### src/rtl/assert_macros.svh
// ----------------------------------------------------------------------------
// Assertion macros
// Concurrent assertion wrappers used by billboard_facing_matrix.
// ----------------------------------------------------------------------------
`ifndef ASSERT_MACROS_SVH
`define ASSERT_MACROS_SVH

`ifndef SYNTHESIS
`define BFM_ASSERT(lbl, clk, rstn, prop, msg) \
  lbl: assert property (@(posedge clk) disable iff (!rstn) prop) else $error(msg);
`define BFM_ASSERT_NR(lbl, clk, prop, msg) \
  lbl: assert property (@(posedge clk) prop) else $error(msg);
`else
`define BFM_ASSERT(lbl, clk, rstn, prop, msg)
`define BFM_ASSERT_NR(lbl, clk, prop, msg)
`endif

`endif

### src/rtl/bfm_pkg.sv
// ----------------------------------------------------------------------------
// bfm_pkg
// Constants, types and arithmetic helpers of the billboard facing matrix.
// ----------------------------------------------------------------------------
package bfm_pkg;

  localparam int COORD_WIDTH     = 32;
  localparam int COORD_FRAC_BITS = 16;

  localparam int LOOK_W     = COORD_WIDTH + 1;
  localparam int MSB_W      = $clog2(LOOK_W);
  localparam int NORM_W     = 31;
  localparam int ROOT_W     = NORM_W + 1;
  localparam int RAD_W      = 2 * ROOT_W;
  localparam int SQRT_STEPS = ROOT_W;
  localparam int SREM_W     = ROOT_W + 3;
  localparam int Q_W        = COORD_FRAC_BITS + 1;
  localparam int DIV_STEPS  = Q_W;
  localparam int NUM_W      = NORM_W + Q_W;
  localparam int DREM_W     = ROOT_W + 1;
  localparam int SC_W       = 16;
  localparam int SC_FRAC    = 8;
  localparam int OUT_W      = 32;
  localparam int PW         = 2 * COORD_FRAC_BITS + SC_W + 4;
  localparam int N_STAGES   = 6 + SQRT_STEPS + DIV_STEPS + 5;

  localparam logic [Q_W-1:0] ONE = Q_W'(1) << COORD_FRAC_BITS;
  localparam logic signed [PW-1:0] OUT_MAX = PW'((64'sd1 <<< (OUT_W - 1)) - 64'sd1);
  localparam logic signed [PW-1:0] OUT_MIN = -OUT_MAX - PW'(64'sd1);

  typedef enum logic [1:0] {
    REG_VIEWER_X = 2'd0,
    REG_VIEWER_Y = 2'd1,
    REG_VIEWER_Z = 2'd2
  } reg_idx_e;

  typedef struct packed {
    logic [SREM_W-1:0] rem;
    logic [ROOT_W-1:0] root;
    logic [RAD_W-1:0]  rad;
  } sqrt_stage_t;

  typedef struct packed {
    logic [DREM_W-1:0] rem;
    logic [Q_W-1:0]    quo;
    logic [Q_W-1:0]    low;
    logic [ROOT_W-1:0] den;
  } div_stage_t;

  typedef struct packed {
    logic [NORM_W-1:0] a_y;
    logic [NORM_W-1:0] b_y;
    logic [NORM_W-1:0] a_x;
    logic [NORM_W-1:0] b_x;
  } ab_t;

  typedef struct packed {
    logic [SC_W-1:0] sx;
    logic [SC_W-1:0] sy;
    logic            pos_y;
    logic            pos_x;
    logic            deg_y;
    logic            deg_x;
  } meta_t;

  function automatic logic [LOOK_W-1:0] abs_mag(input logic signed [LOOK_W-1:0] v);
    return v[LOOK_W-1] ? LOOK_W'(-v) : LOOK_W'(v);
  endfunction

  function automatic logic [MSB_W-1:0] msb_idx(input logic [LOOK_W-1:0] v);
    logic [MSB_W-1:0] idx;
    idx = '0;
    for (int i = 0; i < LOOK_W; i++) begin
      if (v[i]) idx = MSB_W'(i);
    end
    return idx;
  endfunction

  function automatic logic [NORM_W-1:0] norm_mag(input logic [LOOK_W-1:0] v,
                                                 input logic [MSB_W-1:0] msb);
    logic [LOOK_W+NORM_W-1:0] t;
    t = {{NORM_W{1'b0}}, v};
    if (msb > MSB_W'(NORM_W - 1)) t = t >> (msb - MSB_W'(NORM_W - 1));
    else t = t << (MSB_W'(NORM_W - 1) - msb);
    return t[NORM_W-1:0];
  endfunction

  function automatic sqrt_stage_t sqrt_step(input sqrt_stage_t s);
    sqrt_stage_t o;
    logic [SREM_W-1:0] r;
    logic [SREM_W-1:0] trial;
    r     = {s.rem[SREM_W-3:0], s.rad[RAD_W-1 -: 2]};
    trial = {{(SREM_W-ROOT_W-2){1'b0}}, s.root, 2'b01};
    o.rad = s.rad << 2;
    if (r >= trial) begin
      o.rem  = r - trial;
      o.root = {s.root[ROOT_W-2:0], 1'b1};
    end else begin
      o.rem  = r;
      o.root = {s.root[ROOT_W-2:0], 1'b0};
    end
    return o;
  endfunction

  function automatic div_stage_t div_step(input div_stage_t s);
    div_stage_t o;
    logic [DREM_W-1:0] r;
    r     = {s.rem[DREM_W-2:0], s.low[Q_W-1]};
    o.low = s.low << 1;
    o.den = s.den;
    if (r >= {1'b0, s.den}) begin
      o.rem = r - {1'b0, s.den};
      o.quo = {s.quo[Q_W-2:0], 1'b1};
    end else begin
      o.rem = r;
      o.quo = {s.quo[Q_W-2:0], 1'b0};
    end
    return o;
  endfunction

  function automatic logic signed [PW-1:0] rnd_sc(input logic signed [PW-1:0] v);
    return (v + $signed(PW'(1) << (SC_FRAC - 1))) >>> SC_FRAC;
  endfunction

  function automatic logic signed [PW-1:0] rnd_frac(input logic signed [PW-1:0] v);
    return (v + $signed(PW'(1) << (COORD_FRAC_BITS - 1))) >>> COORD_FRAC_BITS;
  endfunction

  function automatic logic signed [OUT_W-1:0] sat_out(input logic signed [PW-1:0] v);
    if (v > OUT_MAX) return OUT_W'(OUT_MAX);
    if (v < OUT_MIN) return OUT_W'(OUT_MIN);
    return v[OUT_W-1:0];
  endfunction

endpackage

### src/rtl/bfm_div.sv
// ----------------------------------------------------------------------------
// bfm_div
// Pipelined restoring divider for the rounded ratio (num*2^F + den/2)/den.
// ----------------------------------------------------------------------------
module bfm_div import bfm_pkg::*; (
  input  logic              clk_i,
  input  logic              en_i,
  input  logic [NORM_W-1:0] num_i,
  input  logic [ROOT_W-1:0] den_i,
  output logic [Q_W-1:0]    quo_o
);

  div_stage_t st_q [DIV_STEPS];
  div_stage_t seed;
  logic [NUM_W-1:0] dividend;

  always_comb begin
    dividend  = {num_i, {COORD_FRAC_BITS{1'b0}}} + NUM_W'(den_i >> 1);
    seed.rem  = {{(DREM_W-NORM_W){1'b0}}, dividend[NUM_W-1:Q_W]};
    seed.quo  = '0;
    seed.low  = dividend[Q_W-1:0];
    seed.den  = den_i;
  end

  always_ff @(posedge clk_i) begin
    if (en_i) begin
      st_q[0] <= div_step(seed);
      for (int i = 1; i < DIV_STEPS; i++) begin
        st_q[i] <= div_step(st_q[i-1]);
      end
    end
  end

  assign quo_o = st_q[DIV_STEPS-1].quo;

endmodule

### config.mk
export PLATFORM = sky130hd
export DESIGN_NAME = bfm_div
export DESIGN_NICKNAME = d
export VERILOG_FILES = /design/src/rtl/assert_macros.svh /design/src/rtl/bfm_pkg.sv /design/src/rtl/bfm_div.sv
export SDC_FILE = /design/constraint.sdc
export NUM_CORES = 2
export LEC_CHECK = 0
export BUFFER_PORTS_ARGS = -buffer_cell sky130_fd_sc_hd__buf_2
export CAP_MARGIN = 20
export CORE_ASPECT_RATIO = 1.75
export CORE_MARGIN = 5
export CORE_UTILIZATION = 30
export CTS_CLUSTER_DIAMETER = 100
export DETAILED_ROUTE_END_ITERATION = 10
export PLACE_DENSITY = 0.54
export SLEW_MARGIN = 20
export SYNTH_ARGS = -nofsm -noshare
export SYNTH_HDL_FRONTEND = slang
export SYNTH_SLANG_ARGS = --single-unit
### constraint.sdc
create_clock -name clk_i -period 7.3 [get_ports clk_i]
set_input_delay 0.73 -clock clk_i [delete_from_list [all_inputs] [get_ports clk_i]]
set_output_delay 0.73 -clock clk_i [all_outputs]
set_load 0.005 [all_outputs]
==> flow_metrics.py <==
metrics = {
    "clocking": {
        "clock_path_buffers": 3,
        "postCtsResizedCells": 0,
        "htreeDepth": 4,
        "cts-root-buf": "clkbuf_16",
        "post_cts_buffers": 0,
        "clk_pin_slew_worst_paths_ps": 60,
        "cts_tree": "built",
        "holdBufCountCts": 0,
        "clkSinkCount": 1177,
        "cts_buffers": 134,
        "clk_latency_ps": 780,
    },
    "setup_path": {
        "critPathMaxFanout": 30,
        "arrival_ps": 6120,
        "critPathRequiredTime_ps": 7800,
        "end_kind": "flip-flop",
        "crit_path_start_kind": "primary input",
        "crit_type": "primary input to flip-flop",
    },
    "job": {
        "cap_viol_max_count": 0,
    },
    "timing": {
        "tightest_slew_ps": 1360,
        "rsz0062_at_grt": "false",
        "min_period_over_period_pct": 77.0,
        "tns_ps": 0,
        "slew_headroom_pct": 8.31,
        "drv_slew": 0,
        "setup_viol": 0,
        "finalHoldViolations": 0,
        "fin_crit_ps": 5620,
        "timing.fmax_mhz": 178,
        "finalClockSkew_ps": 27.6,
    },
    "floorplan": {
        "fp-row-count": 234,
        "dieArea_um2": 243000,
        "die_w_um": 375,
        "die_y_um": 649,
        "core_area_um2": 232000,
        "start_util_pct": 30.1,
        "ioPinCount": 82,
    },
    "pwr": {
        "p_per_area_nw_per_um2": 433,
        "peakVddDrop_v": 0.000214,
        "finalPower_w": 0.0338,
        "swShare_pct": 37.9,
        "comb_power_share_pct": 48.4,
        "p_int_w": 0.0210,
        "p_leak_nw": 31.4,
        "power.switching_w": 0.0128,
        "sequentialPowerShare_pct": 32.6,
        "pwr-share-clk_pct": 19.0,
    },
    "route": {
        "via_per_inst": 4.90,
        "drtIter0Drc": 1762,
        "vias": 46621,
        "wire_per_inst_um": 17.7,
        "dr.pass1.iters": 7,
        "ant_nets": 0,
        "drc": 0,
        "wl_um": 168000,
    },
    "yosys": {
        "yosysWarnings": 0,
        "synth_top_area_share_pct": 50.6,
        "syn_area_um2": 69900,
        "yosys-top-cells-count": "edfxtp_1 (1177), inv_1 (647), ha_1 (559)",
        "yosysTopAreaCell": "edfxtp_1",
        "synth.yosys.seq_area_share_pct": 50.6,
        "synthCells": 6241,
        "ys_ff_latch": 1177,
        "async_flop_share_pct": 0,
        "synth.most_common_cell": "edfxtp_1",
        "synth_area_per_cell_um2": 11.2,
        "synthTopCellsByArea": "edfxtp_1 (51%), ha_1 (10%), mux2_2 (4.7%)",
        "synth_flop_cell": "edfxtp_1",
        "synth_edf_count": 1177,
        "synth_nets": 6882,
        "yosysUniqueCellTypes": 83,
    },
    "placement": {
        "io_buffers": 81,
        "dp_hpwl_um": 134000,
        "place.gp.congestion": 0.912,
    },
    "grt": {
        "grt_pass1_vias": 50310,
        "grt_max_degree": 148,
        "grt_pass1_wl_um": 261000,
        "antenna_found_initial": 2,
        "grt_usage_pct": 13.5,
        "globalRoute.totalOverflow": 0,
    },
    "layout": {
        "diodes": 0,
        "top_regs": "st_q x1177",
        "fillers": 22965,
        "synthToLayoutAreaGrowth_pct": 11.8,
        "multi_input_area_um2": 31600,
        "regArea_um2": 35300,
        "largest_reg_flops": 1177,
        "final_net_count": 6990,
        "drive_above_1_share_pct": 10.1,
        "regMostFlops": "st_q",
    },
    "hold_path": {
        "hp-class": "primary input to flip-flop",
    },
    "run_status": {
        "outcome": "completed",
    },
}
==> cell families (layout without fill, tap and decap cells) <==
group / count (synthesis) / count (layout) / synth area share, %
XOR/XNOR: 466 / 466 / 5.84
buffers and inverters: 799 / 1009 / 4.46
adder cells (fa/ha/maj): 576 / 576 / 10.5
multiplexers: 331 / 331 / 5.30
flip-flops: 1177 / 1177 / 50.6
AO/OA/AOI/OAI: 1667 / 1667 / 15.0
AND/OR/NAND/NOR: 1225 / 1225 / 8.38
==> cell usage in the layout, fill, tap and decap left out, types with 56 or more instances in the layout <==
cell,synthesis,final
edfxtp_1,1177,1177
inv_1,647,647
ha_1,559,559
a21oi_1,556,555
nand2_1,375,373
o21ai_0,356,356
nor2_1,300,300
mux2_2,290,290
xnor2_1,287,287
a21o_1,223,223
xor2_1,179,179
clkbuf_16,0,136
nand4_1,95,95
nand3_1,92,92
o21a_1,89,89
nor2b_1,82,82
buf_2,25,80
o21bai_1,67,67
and3_1,64,64
nand2b_1,62,62
nor3_1,57,56
==> routing by layer <==
metal	wire length [µm]	global-route usage, %	up-vias
met5	0	0	-
met4	13100	9.31	0
met3	3830	1.77	465
met2	102000	29.8	783
met1	49100	9.97	22184
li1	-	-	23189
==> stage by stage <==
step / util (%) / instances / hold slack (ps) / area [µm²] / setup slack, ps
6_report: 33.7 / 9519 / 164 / 78200 / 1680
5_1_grt: 33.7 / 9519 / 105 / 78200 / 1320
3_3_place_gp: 31.9 / 9281 / 400 / 74000 / 849
2_1_floorplan: - / 6241 / 400 / 69900 / 1850
4_1_cts: 33.7 / 9519 / 80.3 / 78200 / 1700
3_5_place_dp: 31.9 / 9281 / 405 / 74000 / 856
==> power groups by stage <==
stage	clock [W]	sequential (W)	combinational [W]
global placement	0	0.0111	0.0161
detailed placement	0	0.0112	0.0163
CTS	0.00666	0.0110	0.0165
global route	0.00692	0.0112	0.0181
finish	0.00642	0.0110	0.0164
floorplan	0	0.0108	0.0124
==> worst max-delay path, cell delays in order <==
cell,delay [ps]
buf_2,130
ha_1,220
inv_1,80
fa_1,200
nor2b_1,60
o21a_1,170
o21ai_0,260
a21oi_1,160
a211oi_1,340
o21ai_0,230
a21o_1,230
a21oi_1,180
xnor2_1,170
ha_1,330
a21o_1,220
o21bai_1,170
a21o_1,200
a21oi_1,150
o21bai_1,80
a31oi_1,280
o21a_1,280
o21a_1,220
a31oi_1,120
nor2_2,250
buf_12,240
mux2_2,370
==> worst paths after layout <==
check | startpoint | end | slack, ps | depth (start not counted)
max reg2reg | st_q[0][929]$_DFFE_PP_ | st_q[0][1075]$_DFFE_PP_ | 2510 | 14
max | den_i[17] | st_q[0][68]$_DFFE_PP_ | 1680 | 26
min | den_i[4] | st_q[0][35]$_DFFE_PP_ | 160 | 1
min reg2reg | st_q[0][1330]$_DFFE_PP_ | st_q[0][1429]$_DFFE_PP_ | 400 | 0
==> layout make-up <==
class | instances | area share (%)
Tap cell | 3068 | 4.91
Clock inverter | 79 | 0.892
Clock buffer | 159 | 4.46
Inverter | 647 | 3.11
Multi-Input combinational cell | 4265 | 40.4
Timing Repair Buffer | 124 | 1.04
Sequential cell | 1177 | 45.2
Power figures use the tool's default switching activity.
