File: src/rtl/assert_macros.svh
// ----------------------------------------------------------------------------
// Assertion macros
// Concurrent assertion wrappers used by billboard_facing_matrix.
// ----------------------------------------------------------------------------
`ifndef ASSERT_MACROS_SVH
`define ASSERT_MACROS_SVH

`ifndef SYNTHESIS
`define BFM_ASSERT(lbl, clk, rstn, prop, msg) \
  lbl: assert property (@(posedge clk) disable iff (!rstn) prop) else $error(msg);
`define BFM_ASSERT_NR(lbl, clk, prop, msg) \
  lbl: assert property (@(posedge clk) prop) else $error(msg);
`else
`define BFM_ASSERT(lbl, clk, rstn, prop, msg)
`define BFM_ASSERT_NR(lbl, clk, prop, msg)
`endif

`endif

File: src/rtl/bfm_pkg.sv
// ----------------------------------------------------------------------------
// bfm_pkg
// Constants, types and arithmetic helpers of the billboard facing matrix.
// ----------------------------------------------------------------------------
package bfm_pkg;

  localparam int COORD_WIDTH     = 32;
  localparam int COORD_FRAC_BITS = 16;

  localparam int LOOK_W     = COORD_WIDTH + 1;
  localparam int MSB_W      = $clog2(LOOK_W);
  localparam int NORM_W     = 31;
  localparam int ROOT_W     = NORM_W + 1;
  localparam int RAD_W      = 2 * ROOT_W;
  localparam int SQRT_STEPS = ROOT_W;
  localparam int SREM_W     = ROOT_W + 3;
  localparam int Q_W        = COORD_FRAC_BITS + 1;
  localparam int DIV_STEPS  = Q_W;
  localparam int NUM_W      = NORM_W + Q_W;
  localparam int DREM_W     = ROOT_W + 1;
  localparam int SC_W       = 16;
  localparam int SC_FRAC    = 8;
  localparam int OUT_W      = 32;
  localparam int PW         = 2 * COORD_FRAC_BITS + SC_W + 4;
  localparam int N_STAGES   = 6 + SQRT_STEPS + DIV_STEPS + 5;

  localparam logic [Q_W-1:0] ONE = Q_W'(1) << COORD_FRAC_BITS;
  localparam logic signed [PW-1:0] OUT_MAX = PW'((64'sd1 <<< (OUT_W - 1)) - 64'sd1);
  localparam logic signed [PW-1:0] OUT_MIN = -OUT_MAX - PW'(64'sd1);

  typedef enum logic [1:0] {
    REG_VIEWER_X = 2'd0,
    REG_VIEWER_Y = 2'd1,
    REG_VIEWER_Z = 2'd2
  } reg_idx_e;

  typedef struct packed {
    logic [SREM_W-1:0] rem;
    logic [ROOT_W-1:0] root;
    logic [RAD_W-1:0]  rad;
  } sqrt_stage_t;

  typedef struct packed {
    logic [DREM_W-1:0] rem;
    logic [Q_W-1:0]    quo;
    logic [Q_W-1:0]    low;
    logic [ROOT_W-1:0] den;
  } div_stage_t;

  typedef struct packed {
    logic [NORM_W-1:0] a_y;
    logic [NORM_W-1:0] b_y;
    logic [NORM_W-1:0] a_x;
    logic [NORM_W-1:0] b_x;
  } ab_t;

  typedef struct packed {
    logic [SC_W-1:0] sx;
    logic [SC_W-1:0] sy;
    logic            pos_y;
    logic            pos_x;
    logic            deg_y;
    logic            deg_x;
  } meta_t;

  function automatic logic [LOOK_W-1:0] abs_mag(input logic signed [LOOK_W-1:0] v);
    return v[LOOK_W-1] ? LOOK_W'(-v) : LOOK_W'(v);
  endfunction

  function automatic logic [MSB_W-1:0] msb_idx(input logic [LOOK_W-1:0] v);
    logic [MSB_W-1:0] idx;
    idx = '0;
    for (int i = 0; i < LOOK_W; i++) begin
      if (v[i]) idx = MSB_W'(i);
    end
    return idx;
  endfunction

  function automatic logic [NORM_W-1:0] norm_mag(input logic [LOOK_W-1:0] v,
                                                 input logic [MSB_W-1:0] msb);
    logic [LOOK_W+NORM_W-1:0] t;
    t = {{NORM_W{1'b0}}, v};
    if (msb > MSB_W'(NORM_W - 1)) t = t >> (msb - MSB_W'(NORM_W - 1));
    else t = t << (MSB_W'(NORM_W - 1) - msb);
    return t[NORM_W-1:0];
  endfunction

  function automatic sqrt_stage_t sqrt_step(input sqrt_stage_t s);
    sqrt_stage_t o;
    logic [SREM_W-1:0] r;
    logic [SREM_W-1:0] trial;
    r     = {s.rem[SREM_W-3:0], s.rad[RAD_W-1 -: 2]};
    trial = {{(SREM_W-ROOT_W-2){1'b0}}, s.root, 2'b01};
    o.rad = s.rad << 2;
    if (r >= trial) begin
      o.rem  = r - trial;
      o.root = {s.root[ROOT_W-2:0], 1'b1};
    end else begin
      o.rem  = r;
      o.root = {s.root[ROOT_W-2:0], 1'b0};
    end
    return o;
  endfunction

  function automatic div_stage_t div_step(input div_stage_t s);
    div_stage_t o;
    logic [DREM_W-1:0] r;
    r     = {s.rem[DREM_W-2:0], s.low[Q_W-1]};
    o.low = s.low << 1;
    o.den = s.den;
    if (r >= {1'b0, s.den}) begin
      o.rem = r - {1'b0, s.den};
      o.quo = {s.quo[Q_W-2:0], 1'b1};
    end else begin
      o.rem = r;
      o.quo = {s.quo[Q_W-2:0], 1'b0};
    end
    return o;
  endfunction

  function automatic logic signed [PW-1:0] rnd_sc(input logic signed [PW-1:0] v);
    return (v + $signed(PW'(1) << (SC_FRAC - 1))) >>> SC_FRAC;
  endfunction

  function automatic logic signed [PW-1:0] rnd_frac(input logic signed [PW-1:0] v);
    return (v + $signed(PW'(1) << (COORD_FRAC_BITS - 1))) >>> COORD_FRAC_BITS;
  endfunction

  function automatic logic signed [OUT_W-1:0] sat_out(input logic signed [PW-1:0] v);
    if (v > OUT_MAX) return OUT_W'(OUT_MAX);
    if (v < OUT_MIN) return OUT_W'(OUT_MIN);
    return v[OUT_W-1:0];
  endfunction

endpackage

File: src/rtl/bfm_sqrt.sv
// ----------------------------------------------------------------------------
// bfm_sqrt
// Pipelined floor square root, one result bit per stage.
// ----------------------------------------------------------------------------
module bfm_sqrt import bfm_pkg::*; (
  input  logic              clk_i,
  input  logic              en_i,
  input  logic [RAD_W-1:0]  rad_i,
  output logic [ROOT_W-1:0] root_o
);

  sqrt_stage_t st_q [SQRT_STEPS];
  sqrt_stage_t seed;

  always_comb begin
    seed.rem  = '0;
    seed.root = '0;
    seed.rad  = rad_i;
  end

  always_ff @(posedge clk_i) begin
    if (en_i) begin
      st_q[0] <= sqrt_step(seed);
      for (int i = 1; i < SQRT_STEPS; i++) begin
        st_q[i] <= sqrt_step(st_q[i-1]);
      end
    end
  end

  assign root_o = st_q[SQRT_STEPS-1].root;

endmodule

File: config.mk
export PLATFORM = sky130hd
export DESIGN_NAME = bfm_sqrt
export DESIGN_NICKNAME = d
export VERILOG_FILES = /design/src/rtl/assert_macros.svh /design/src/rtl/bfm_pkg.sv /design/src/rtl/bfm_sqrt.sv
export SDC_FILE = /design/constraint.sdc
export NUM_CORES = 2
export LEC_CHECK = 0
export CAP_MARGIN = 20
export CORE_MARGIN = 2
export CORE_UTILIZATION = 65
export DETAILED_ROUTE_END_ITERATION = 16
export DONT_BUFFER_PORTS = 1
export GPL_TIMING_DRIVEN = 0
export PLACE_DENSITY = 0.78
export SYNTH_ARGS = -nofsm -noshare
export SYNTH_HDL_FRONTEND = slang
export SYNTH_MEMORY_MAX_BITS = 65536
export SYNTH_SLANG_ARGS = --single-unit
File: constraint.sdc
create_clock -name clk_i -period 7.9 [get_ports clk_i]
set_clock_uncertainty 0.15 [all_clocks]
set_input_delay 0.79 -clock clk_i [delete_from_list [all_inputs] [get_ports clk_i]]
set_output_delay 0.79 -clock clk_i [all_outputs]
set_load 0.01 [all_outputs]
==> metrics.md <==
| Metric | Value |
|---|---|
| Worst EP arrival | `between 5 and 6 ns` |
| Site Rows | `155` |
| Top cell type's share of synthesized area | `0.646` |
| Global route overflow | `0` |
| Synthesized cell area | `116,000 µm²` |
| Max FFs per register | `about 2,500` |
| Mean Syn Cell Area | `13.0 µm²` |
| H-tree depth | `4` |
| Ant. Diodes | `0` |
| Die Wd | `426 µm` |
| Worst-path fanout max | `10` |
| HP Class | `in2reg` |
| DR DRC count | `0` |
| Fmax | `195 MHz` |
| Area of the core | `178,000 µm²` |
| Gpl congestion | `between 0.9 and 1` |
| Warnings, synthesis | `0` |
| FFs w/ async S/R, synth | `0` |
| Clock period minus worst slack | `5.13 ns` |
| Hold Fails Final Rpt | `0` |
| Area Growth Syn to Fin | `10.3%` |
| Main synth FF type | `edfxtp_1` |
| CP dominant cell by count | `clkbuf_1` |
| Synth area leader | `edfxtp_1` |
| Yosys cell types | `93` |
| First-pass GRT wire length | `387,000 µm` |
| Sequential cell area fraction in the yosys report | `0.646` |
| Yosys reg bits | `2,494` |
| Slew headroom | `0.0226` |
| Setup TNS Final | `0 ns` |
| Root Buffer Master | `clkbuf_16` |
| Hold path depth | `1` |
| Regs by FF count | `st_q: 2494 flops` |
| Num CTS Buffers | `240` |
| Clk buf depth | `3` |
| Number of cells produced by synthesis | `8,949` |
| Wire length per cell | `21.1 µm` |
| Period utilization | `0.649` |
| Starting Density | `0.652` |
| Top cells by area, synth | `edfxtp_1 (65%), ha_1 (6.1%), xnor2_1 (3.0%)` |
| Vias in the first global route | `69,719` |
| CTS sink cnt | `between 2,000 and 2,500` |
| CP endpoint kind | `flop` |
| PortBufs | `0` |
| Die height | `426 µm` |
| CP Launch Type | `flop` |
| Worst-Skew Late Latency | `0.88 ns` |
| Outcome | `complete, no violations` |
| Slew at the pin with the worst max-slew slack | `1.47 ns` |
| EDFF count, synth | `between 2,000 and 2,500` |
| Max cap viols | `0` |
| CP Cell Sequence | `inv_1, ha_1, a21oi_1, nand2_1, a221oi_1, o311ai_0, o21ai_0, a21oi_1, o211ai_1, o311a_1, clkbuf_1, clkbuf_1, clkbuf_1, nand2_1, o31ai_1` |
| DP HPWL | `around 170,000 µm` |
| Layout cells sized above 1 | `0.0641` |
| Min Hold Slack | `0.166 ns` |
| Max Slew Vio Count | `0` |
| # Post-CTS Setup Buffers | `0` |
| Max VDD drop | `around 300 µV` |
| WL final | `around 250,000 µm` |
| Nets | `9,896` |
| CP Class | `reg2reg` |
| Die area | `182,000 µm²` |
| Via/cell ratio | `6.05` |
| Boundary pin count | `98` |
| Power Density | `between 200 and 300 nW/µm²` |
| Static Leak | `49.0 nW` |
| Initial antenna violation count | `1` |
| Final Setup Violations | `0` |
| RSZ-0062 raised after global routing | `no` |
| Depth of the most critical reg-to-reg path | `15` |
| GRT Util Overall | `0.273` |
| Reg with most FFs | `st_q` |
| CP max stage cell | `a221oi_1` |
| Syn_nets | `9,576` |
| Clock Pin Slew Worst Setup and Hold Paths | `0.06 ns` |
| Slowest stage delay, CP | `0.74 ns` |
| Pin count of the biggest net entering global routing | `260` |
| CTS tree | `done` |
| Final antenna-violating net count | `0` |
| 1st-iter DRT viols | `roughly 7,000` |
| Vias after detailed routing | `71,542` |
| Iteration count of the initial detailed-routing pass | `6` |
| Critical Path RT | `8.39 ns` |
## through the flow
| stage | setup slack, ns | area [µm²] | power [W] | instances | util |
|---|---|---|---|---|---|
| global placement | 2.94 | 119000 | 0.0254 | 11304 | 0.669 |
| detailed placement | 2.93 | 119000 | 0.0258 | 11315 | 0.671 |
| finish | 2.77 | 128000 | 0.0374 | 11834 | 0.720 |
| CTS | 2.86 | 128000 | 0.0375 | 11833 | 0.720 |
| floorplan | 4.28 | 116000 | 0.0233 | 8949 | - |
| global route | 2.41 | 128000 | 0.0391 | 11834 | 0.720 |
## cell usage in the layout (no fill, tap or decap), types with 45 or more instances in the layout
master and n:
mux2_2 78, edfxtp_1 2494, or4_1 63, nand4_1 90, nor4_1 116, nor2_1 524
a21oi_1 491, o31ai_1 65, nor2b_1 88, nand2_1 623, xor2_1 389, clkinv_2 60
nand2b_1 128, or3_1 93, o21a_1 96, o21ai_0 525, or2_2 45, clkbuf_16 240
a31oi_1 47, a21o_1 268, and3_1 53, inv_1 682, dlygate4sd3_1 65, xnor2_1 404
nor3_1 235, ha_1 561, clkbuf_1 175, nand3_1 145
## worst paths after layout
kind | start | to | slack, ns
setup / recovery | st_q[1][1353] | st_q[1][1531] | 2.77
hold / removal | en_i | st_q[0][262] | 0.17
setup reg to reg | st_q[1][1353] | st_q[1][1531] | 2.77
hold reg to reg | st_q[0][805] | st_q[0][936] | 0.26
## cell families (layout without fill, tap and decap cells)
logic type	Yosys count	after routing	share of synthesized area
flops	2494	2494	0.646
simple gates	2332	2332	0.0996
compound gates	1795	1795	0.0960
buf+inv	882	1412	0.0298
xor+xnor	793	793	0.0599
fa+ha+maj	561	561	0.0605
mux	91	91	0.00869
other cells	1	1	0.0000323
## layer usage
| metal | part of all wire | track usage | wire length [µm] | vias up |
|---|---|---|---|---|
| met3 | 0.054 | 0.0376 | 13500 | 445 |
| met1 | 0.42 | 0.367 | 106000 | 34918 |
| li1 | - | - | - | 33753 |
| met4 | 0.027 | 0.0769 | 6700 | 0 |
| met5 | 0 | 0 | 0 | - |
| met2 | 0.50 | 0.466 | 124000 | 2426 |
## critical path, delay by kind of cell (launching register included)
kind | cells | cell delay, ns
AND/OR/NAND/NOR | 2 | 0.22
AO/OA/AOI/OAI | 8 | 2.43
buffers and inverters | 4 | 1.33
adder cells (fa/ha/maj) | 1 | 0.37
flip-flops | 1 | 0.39
## power by group
part	total, W	switching [W]	leakage [nW]	internal (W)
Clock	0.0116	0.00511	3.88	0.00654
Combinational	0.00786	0.00465	21.1	0.00321
Sequential	0.0179	0.00114	24.0	0.0168
Total	0.0374	0.0109	49.0	0.0265
## repair_timing
action / CTS / global route
hold buffers: 66 / 0
resized for setup: 0 / 0
endpoints found under the hold margin: 128 / 0
## synthesized netlist by cell type, types with 14 or more instances
cell,number
a2111oi_0,14
a211oi_1,41
a21boi_0,26
a21o_1,268
a21oi_1,491
a31oi_1,47
and2_1,28
and3_1,53
buf_2,15
buf_4,34
clkbuf_1,143
edfxtp_1,2494
ha_1,561
inv_1,682
mux2_2,78
nand2_1,623
nand2b_1,128
nand3_1,145
nand3b_1,19
nand4_1,90
nor2_1,524
nor2b_1,88
nor3_1,235
nor3b_1,17
nor4_1,116
o211ai_1,24
o21a_1,96
o21ai_0,525
o21bai_1,36
o31a_1,14
o31ai_1,65
or2_2,45
or3_1,93
or4_1,63
xnor2_1,404
xor2_1,389
## layout make-up
type                       instances  area [µm²]
inverter                         684        2570
fill                           11560       49800
sequential                      2494       74900
multi-input combinational       5573       37700
clock buffer                     272        6130
clock inverter                   180        1920
tap                             2355        2950
buffer                           198         890
timing repair buffer              78         986
Power figures use the tool's default switching activity.
